File: config.mk
export PLATFORM = sky130hd
export DESIGN_NAME = scc_ctrl
export DESIGN_NICKNAME = d
export VERILOG_FILES = /design/src/hdl/scc_pkg.sv /design/src/hdl/scc_ctrl.sv
export SDC_FILE = /design/constraint.sdc
export NUM_CORES = 1
export LEC_CHECK = 0
export ABC_AREA = 1
export ABC_CLOCK_PERIOD_IN_PS = 1210
export BUFFER_PORTS_ARGS = -buffer_cell sky130_fd_sc_hd__buf_2
export CORE_UTILIZATION = 35
export CTS_BUF_LIST = sky130_fd_sc_hd__clkbuf_8
export DETAILED_ROUTE_END_ITERATION = 16
export PLACE_DENSITY = 0.7
export SLEW_MARGIN = 20
export SYNTH_ARGS = -nofsm -noshare
export SYNTH_HDL_FRONTEND = slang
export SYNTH_SLANG_ARGS = --single-unit
File: constraint.sdc
create_clock -name i_clk -period 1.21 [get_ports i_clk]
set_clock_uncertainty 0.15 [all_clocks]
set_input_delay 0.0605 -clock i_clk [delete_from_list [all_inputs] [get_ports i_clk]]
set_output_delay 0.0605 -clock i_clk [all_outputs]
set_load 0.05 [all_outputs]
File: src/hdl/scc_pkg.sv
// Package for the strongly connected components block.
// Holds sizes, operation codes, payload structs and the control/status structs.
// No dependencies.
package scc_pkg;

    localparam int MAX_NODES = 64;
    localparam int MAX_EDGES = 256;
    localparam int NODE_W    = $clog2(MAX_NODES);
    localparam int EDGE_W    = $clog2(MAX_EDGES);
    localparam int HELD_W    = $clog2(MAX_EDGES + 1);
    localparam int CNT_W     = $clog2(MAX_NODES + 1);

    localparam logic [1:0] OP_ADD   = 2'd0;
    localparam logic [1:0] OP_RUN   = 2'd1;
    localparam logic [1:0] OP_CLEAR = 2'd2;
    localparam logic [1:0] OP_SPARE = 2'd3;

    typedef struct packed {
        logic [1:0] operation;
        logic [5:0] src_node;
        logic [5:0] dst_node;
    } t_in_beat;

    typedef struct packed {
        logic [5:0] node_index;
        logic [5:0] component_id;
        logic [6:0] component_total;
        logic       edge_overflow;
        logic       last;
    } t_out_beat;

    // Commands from the controller to the datapath.
    typedef struct packed {
        logic start_pass;   // clear marks, load outer counter for a pass
        logic forward;      // pass one when high
        logic outer_step;   // examine the next outer candidate
        logic edge_fetch;   // issue an edge store read for the top frame
        logic edge_eval;    // evaluate the fetched edge
        logic emit_start;   // reset the emit counter
        logic emit_step;    // present one result and advance
    } t_cmd;

    // Status from the datapath to the controller.
    typedef struct packed {
        logic outer_done;   // no more outer candidates
        logic stack_empty;  // the walk has returned to the outer loop
        logic emit_done;    // last result has been presented
    } t_status;

endpackage

File: src/hdl/scc_ctrl.sv
// Controller state machine of the strongly connected components block.
// Sequences loads, the two search passes and the result emission.
// Depends on scc_pkg.
module scc_ctrl import scc_pkg::*; (
    input  logic     i_clk,
    input  logic     i_rst_n,
    input  logic     i_in_valid,
    input  t_in_beat i_in_data,
    output logic     o_in_ready,
    input  logic     i_out_free,
    output t_cmd     o_cmd,
    input  t_status  i_status
);

    typedef enum logic [6:0] {
        S_IDLE  = 7'b0000001,
        S_START = 7'b0000010,
        S_OUTER = 7'b0000100,
        S_FETCH = 7'b0001000,
        S_EVAL  = 7'b0010000,
        S_EMIT0 = 7'b0100000,
        S_EMIT  = 7'b1000000
    } t_state;

    t_state r_state, n_state;
    logic   r_fwd, n_fwd;

    assign o_in_ready = (r_state == S_IDLE);

    always_comb begin
        n_state = r_state;
        n_fwd   = r_fwd;
        o_cmd   = '0;
        o_cmd.forward = r_fwd;
        unique case (r_state)
            S_IDLE: begin
                if (i_in_valid && i_in_data.operation == OP_RUN) begin
                    n_state = S_START;
                    n_fwd   = 1'b1;
                end
            end
            S_START: begin
                o_cmd.start_pass = 1'b1;
                n_state = S_OUTER;
            end
            S_OUTER: begin
                if (i_status.outer_done) begin
                    if (r_fwd) begin
                        n_fwd   = 1'b0;
                        n_state = S_START;
                    end else begin
                        n_state = S_EMIT0;
                    end
                end else begin
                    o_cmd.outer_step = 1'b1;
                    n_state = S_FETCH;
                end
            end
            S_FETCH: begin
                if (i_status.stack_empty) begin
                    n_state = S_OUTER;
                end else begin
                    o_cmd.edge_fetch = 1'b1;
                    n_state = S_EVAL;
                end
            end
            S_EVAL: begin
                o_cmd.edge_eval = 1'b1;
                n_state = S_FETCH;
            end
            S_EMIT0: begin
                o_cmd.emit_start = 1'b1;
                n_state = S_EMIT;
            end
            S_EMIT: begin
                if (i_out_free) begin
                    o_cmd.emit_step = 1'b1;
                    if (i_status.emit_done) n_state = S_IDLE;
                end
            end
            default: n_state = S_IDLE;
        endcase
    end

    always_ff @(posedge i_clk) begin
        if (!i_rst_n) begin
            r_state <= S_IDLE;
            r_fwd   <= 1'b1;
        end else begin
            r_state <= n_state;
            r_fwd   <= n_fwd;
        end
    end

endmodule

# == After elaboration in Yosys (flattened, before gate mapping) ==
# Cells that the tools add are included.
# classes
eq_ne,12
n_reduce_logical,4
muxes,19
# ops
cell,n
one-hot mux 7 bit (7 select lines),1
two-way mux 7 bit,3
two-way mux 6 bit,2
two-way mux 1 bit,11
"equality test 7 x 1 -> 1 bit, second input constant",1
"equality test 7 x 2 -> 1 bit, second input constant",1
"equality test 7 x 3 -> 1 bit, second input constant",1
"equality test 7 x 4 -> 1 bit, second input constant",1
"equality test 7 x 5 -> 1 bit, second input constant",1
"equality test 7 x 6 -> 1 bit, second input constant",1
"equality test 7 bit, second input constant",1
"inequality test 2 bit, second input constant",3
AND reduction 3 bit,2
two-way mux 5 bit,1
"equality test 2 x 1 -> 1 bit, second input constant",1
"inequality test 2 x 1 -> 1 bit, second input constant",1
one-hot mux 1 bit (2 select lines),1
nonzero test 2 bit,1
logical AND 1 bit,1
# totals
in_bits,21
output_inout_bits,8
word_cells,37
regBits,8

# == Logic depth before layout (Yosys ltp) ==
# Gate-level depths: netlist of run 1.
# logic_depth
ltp_word,4
depth_mapped,8
ltp_nobuf,8

# == Worst setup path after synthesis of run 1 ==
# OpenSTA, ideal clock, no wires.
# synth_timing
path_kind,register to register
from,reg r_state[2]
to,reg r_fwd
setup_ns,0.065
n_path_buf,0
t_arrival_ns,1.486
path_stages_with_launch,6
setup_slack_ns,-0.491
synth_period_minus_slack_ns,1.701
path_cell_list,dfxtp_1 nor2_1 nand3_1 nor2_1 nand4_1 nand3_1
# synth_via
elab_chain_cells,3
word_cells_on_any_way,7
cone_classes,eq/ne: 4; mux: 1; reduce/logical: 2
# synth_lines
item,line,source
from (decl),scc_ctrl.sv:25,"t_state r_state, n_state;"
from (signal assigned),scc_ctrl.sv:90,r_state <= n_state;
equality test 7 x 1 -> 1 bit *,-,
net o_in_ready,scc_ctrl.sv:9,"output logic o_in_ready,"
inequality test 2 x 1 -> 1 bit (no line) / nonzero test 2 bit (equally long branches),-,
AND reduction 3 bit (no line),-,
to (signal assigned),scc_ctrl.sv:91,r_fwd <= n_fwd;
to (decl),scc_ctrl.sv:26,"logic r_fwd, n_fwd;"
# The timed path passes the listed nets; every way through them passes the cells marked *.
# A chain may end at the register's enable or synchronous reset.

==> results of run 1 <==
[cell usage in the layout (no fill, tap or decap), types with 6 or more instances in the layout]
| cell | count |
|---|---|
| buf_4 | 10 |
| nor2_4 | 6 |
| buf_2 | 9 |
| inv_2 | 10 |
| nand2_1 | 12 |
| nand3_1 | 7 |
| buf_8 | 6 |
| inv_1 | 6 |
[repair_timing]
| item | CTS | global route |
|---|---|---|
| setup endpoints to repair | 14 | 14 |
| gates resized for setup | 29 | 15 |
| pin swaps | 5 | 7 |
| setup buffers | 4 | 1 |
| hold buffers | 3 | 0 |
| hold endpoints to repair | 5 | 0 |
[power by group]
| part | total, W | switching [W] | leakage [nW] | internal [W] |
|---|---|---|---|---|
| Sequential | 0.000376 | 0.0000449 | 0.0671 | 0.000331 |
| Combinational | 0.00132 | 0.000768 | 0.379 | 0.000548 |
| Clock | 0.000315 | 0.000100 | 0.0216 | 0.000215 |
[critical path, stage by stage (launching register included)]
cell and delay (ns):
dfxtp_2 0.31, inv_2 0.08, nand2_4 0.06, inv_2 0.07, nand2_2 0.05, or2_4 0.24, clkinvlp_4 0.07, buf_8 0.13
[registers in the layout (all words and copies together), names as in the netlist]
| register | cells |
|---|---|
| r_state | 7 |
| r_fwd | 1 |
[synthesized netlist by cell type, types with 2 or more instances]
cell,count,area (um2)
inv_2,8,30.0
inv_1,10,37.5
nand2_2,4,25.0
nand3_2,2,20.0
nand3_1,10,50.1
a21oi_1,3,15.0
nand2_1,15,56.3
dfxtp_1,8,160
nor2_1,12,45.0
nor2_2,3,18.8
[final cells by class]
class	count	area, um2
Clock buffer	3	41.3
Fill cell	96	334
Inverter	18	75.1
Multi-Input combinational cell	56	390
Sequential cell	8	169
Tap cell	15	18.8
Timing Repair Buffer	33	305
[metrics by stage]
stage | worst slack (ns) | TNS (ns)
floorplan | -0.0906 | -0.303
global placement | -0.173 | -0.932
detailed placement | -0.198 | -1.23
CTS | -0.245 | -1.98
global route | -0.319 | -3.09
finish | -0.249 | -2.07
[how the worst max path moves through the flow]
stage	start	to	slack, ns	cells after the start
after global routing	r_state[1]	o_cmd[3]	-0.32	8
after global placement	r_state[2]	o_cmd[4]	-0.17	5
final	r_state[1]	o_cmd[2]	-0.25	7
after floorplan	r_state[3]	r_state[0]	-0.09	6
after CTS	r_state[2]	o_cmd[0]	-0.24	5
after detailed placement	r_state[2]	o_cmd[4]	-0.20	5
[cells by family after synthesis]
kind of cell | Yosys count | synth area share [%]
AND/OR/NAND/NOR | 53 | 51.6
buffers and inverters | 19 | 14.5
flip-flops | 8 | 31.0
AO/OA/AOI/OAI | 3 | 2.90
[per-layer routing]
metal | vias up | share of wire (%) | track usage [%]
met1 | 289 | 45 | 25.4
li1 | 327 | - | -
met4 | 0 | 0 | 2.50
met2 | 11 | 52 | 36.9
met5 | - | 0 | 0
met3 | 0 | 3.3 | 8.33
==> results.toml, run 1 <==
[worst_setup_path]
critical_path_required_ns = 1.00
rr_worst_depth = 8
r2r_slack_ns = -0.13
rr_endpoint = "r_state[0]"
crit_fanout = 3
crit_type = "register to output pin"
r2r_start = "r_state[2]"
cp-start-kind = "register"
critPathCaptureType = "output pin"
cp.arrival_ns = 1.25

[global_routing]
grt_pass1_vias = 550
grt_max_degree = 6
grt_overflow = 0
grt_pass1_wl_um = 2280
track_usage_pct = 21.4
antenna_found_initial = 0

[yosys]
ys.flop_type = "dfxtp_1"
synth_edf_count = 0
yosysSeqAreaShare_pct = 31.0
syn_inst = 83
synth_area_um2 = 517
synth-seq-cells = 8
syn_area_per_cell_um2 = 6.23
async_flop_share_pct = 0
synthesis.nets = 104
yosys_warnings = 0
synth.distinct_cells = 18

[floorplan]
core_area_um2 = 1330
num_rows = 13
die_h_um = 40.4
initial_core_util_pct = 38.7
ios = 29
die_w_um = 40.4
dieArea_um2 = 1630

[run]
drv_cap = 0

[timing]
drv_slew = 0
setup_violations = 14
max_clock_freq_mhz = 686
max_slew_margin_pct = 83.9
fin_crit_sh_pct = 121
hold_viol = 0
period_needed_ns = 1.46
tightest_slew_ns = 0.241
rsz0062_at_grt = "yes"
worst_slack_ns = -0.249
whs_ns = 0.0464

[clocking]
cts_max_level = 1
insertion_delay_ns = 0.23
clkTransAtPathRegs_ns = 0.04
numCtsBuffers = 3
cts_sinks = 8
cts.path.max_buffers = 2
tritoncts = "done"
root_buffer = "clkbuf_8"

[finish]
final_cells = 133
diodes = 0
drive_above_1_share_pct = 66.1
final_util_pct = 75.0
finalInstanceArea_um2 = 1000
nNetsFinal = 141
syn_to_final_growth_pct = 93.5

[placed_design]
port_buffers = 16
routabilityCongestion = 0.819
place_area_um2 = 753
dp_hpwl_um = 1040
dp.cells = 123

[detailed_routing]
drtIter0Drc = 3
wl_per_cell_um = 11.3
num_vias = 627
drc = 0
totalWireLength_um = 1500
vias_per_cell = 4.71
antenna_left = 0
dr.pass1.iters = 4

[outcome]
outcome = "finished, violations left"
violations = "negative setup slack"

[pwr]
total_power_w = 0.00201
power_density_nw_per_um2 = 2010
vdd_drop_max_uv = 1720
p_leak_nw = 0.468

[min_path]
hold_path.startpoint = "i_status[2]"
whs_path_depth = 5
holdPathEnd = "r_state[1]"
hp-class = "primary input to register"
Power figures use the tool's default switching activity.
==> inputs of run 2 (changes only) <==
--- a/config.mk
+++ b/config.mk
@@ -8,10 +8,12 @@
 export ABC_AREA = 1
 export ABC_CLOCK_PERIOD_IN_PS = 1210
 export BUFFER_PORTS_ARGS = -buffer_cell sky130_fd_sc_hd__buf_2
-export CORE_UTILIZATION = 35
+export CELL_PAD_IN_SITES_DETAIL_PLACEMENT = 0
+export CELL_PAD_IN_SITES_GLOBAL_PLACEMENT = 1
+export CORE_UTILIZATION = 26
 export CTS_BUF_LIST = sky130_fd_sc_hd__clkbuf_8
 export DETAILED_ROUTE_END_ITERATION = 16
-export PLACE_DENSITY = 0.7
+export PLACE_DENSITY = 0.79
 export SLEW_MARGIN = 20
 export SYNTH_ARGS = -nofsm -noshare
 export SYNTH_HDL_FRONTEND = slang
==> results.toml, run 2 (synthesis gave the netlist of run 1 again) <==
[worst_setup_path]
critical_path_required_ns = 1.00
r2r_start = "r_state[5]"
critPathCaptureType = "output pin"
r2r_slack_ns = -0.16
rr_worst_depth = 9
cp-start-kind = "register"
crit_type = "register to output pin"
critPathCapture = "o_cmd[2]"
cp.arrival_ns = 1.27
rr_endpoint = "r_fwd"
crit_fanout = 3
critPathLaunch = "r_state[0]"

[global_routing]
grt_pass1_vias = 578
grt_pass1_wl_um = 2300
grt_max_degree = 6
grt_overflow = 0
track_usage_pct = 15.4
antenna_found_initial = 0

[detailed_routing]
dr.pass1.iters = 4
drtIter0Drc = 9
antenna_left = 0
wl_per_cell_um = 10.2
drc = 0
num_vias = 614
vias_per_cell = 4.32
totalWireLength_um = 1450

[finish]
nNetsFinal = 140
fill_cells = 169
syn_to_final_growth_pct = 102
top_register = "r_state"
drive_above_1_share_pct = 70.9
finalInstanceArea_um2 = 1050
mostFrequentLayoutCells = "10 x nand2_1, 10 x buf_4, 9 x buf_2, 8 x nor2_4, 7 x inv_2"
biggestRegsByFlops = "r_state: 7 flops, r_fwd: 1 flops"
largest_reg_flops = 7
diodes = 0

[pwr]
power_density_nw_per_um2 = 2040
vdd_drop_max_uv = 1280
total_power_w = 0.00213
p_leak_nw = 0.472

[timing]
worst_slack_ns = -0.268
rsz0062_at_grt = "yes"
setup_violations = 13
drv_slew = 0
max_slew_margin_pct = 82.9
setup-tns-final_ns = -2.11
fin_crit_sh_pct = 122
max_clock_freq_mhz = 676
hold_viol = 0
period_needed_ns = 1.48
tightest_slew_ns = 0.256

[floorplan]
dieArea_um2 = 2170
core_area_um2 = 1800
ios = 29
initial_core_util_pct = 28.7
die_h_um = 46.6
die_w_um = 46.6
num_rows = 15

[placed_design]
dp_hpwl_um = 1030
port_buffers = 16
routabilityCongestion = 0.740
place_area_um2 = 738

[clocking]
clkTransAtPathRegs_ns = 0.04
numCtsBuffers = 3
tritoncts = "done"
cts_sinks = 8
cts.path.max_buffers = 2
root_buffer = "clkbuf_8"
insertion_delay_ns = 0.23
cts_max_level = 1

[outcome]
violations = "negative setup slack"
outcome = "finished, violations left"

[run]
drv_cap = 0

[min_path]
hp-class = "primary input to register"
[run 2: worst min path at each step]
stage / start / to / slack, ns / depth (start not counted)
after floorplan: i_status[1] / r_state[4] / -0.01 / 1
after global placement: i_rst_n / r_fwd / 0.13 / 2
after detailed placement: i_rst_n / r_fwd / 0.13 / 2
after CTS: i_status[2] / r_state[5] / 0.004 / 3
after global routing: i_status[2] / r_state[5] / 0.05 / 3
final: i_status[2] / r_state[5] / 0.03 / 3
[run 2: what timing repair did]
item,in CTS,in global routing
gates resized for setup,44,13
setup buffers,5,1
hold buffers,2,0
setup endpoints to repair,15,15
hold endpoints to repair,5,0
pin swaps,8,9
[run 2: area by class of cell]
class                   instances  area [um2]  area share, %
clock buffers                   3        41.3           3.95
inverters                      18        82.6           7.89
multi-input cells              56         437           41.7
flip-flops and latches          8         171           16.4
well taps                      25        31.3           2.99
repair buffers                 32         283           27.0
[run 2: through the flow]
stage                     util [%]  cells  worst slack [ns]  hold WS [ns]
after floorplan                  -     83           -0.0906       -0.0112
after global placement        41.0    131            -0.163         0.127
after detailed placement      41.0    131            -0.157         0.134
after CTS                     54.6    141            -0.253       0.00421
after global routing          58.1    142            -0.324        0.0463
final                         58.1    142            -0.268        0.0324
[run 2: critical path: stages (launching register included)]
cell and delay (ns):
dfxtp_2 0.32, inv_2 0.07, nand2_4 0.06, inv_2 0.07, nand2_2 0.07, or2_4 0.25, clkinvlp_4 0.07, buf_8 0.13
[run 2: power by group]
part / internal (W) / switching (W)
combinational: 0.000613 / 0.000807
sequential: 0.000331 / 0.0000569
clock: 0.000216 / 0.000111
[run 2: routing by layer]
layer  part of all wire [%]  global-route usage (%)  vias up
met2                     55                    27.5       10
met3                    1.7                    1.18        2
li1                       -                       -      323
met4                   0.97                    7.06        0
met1                     42                    18.1      279
met5                      0                       0        -
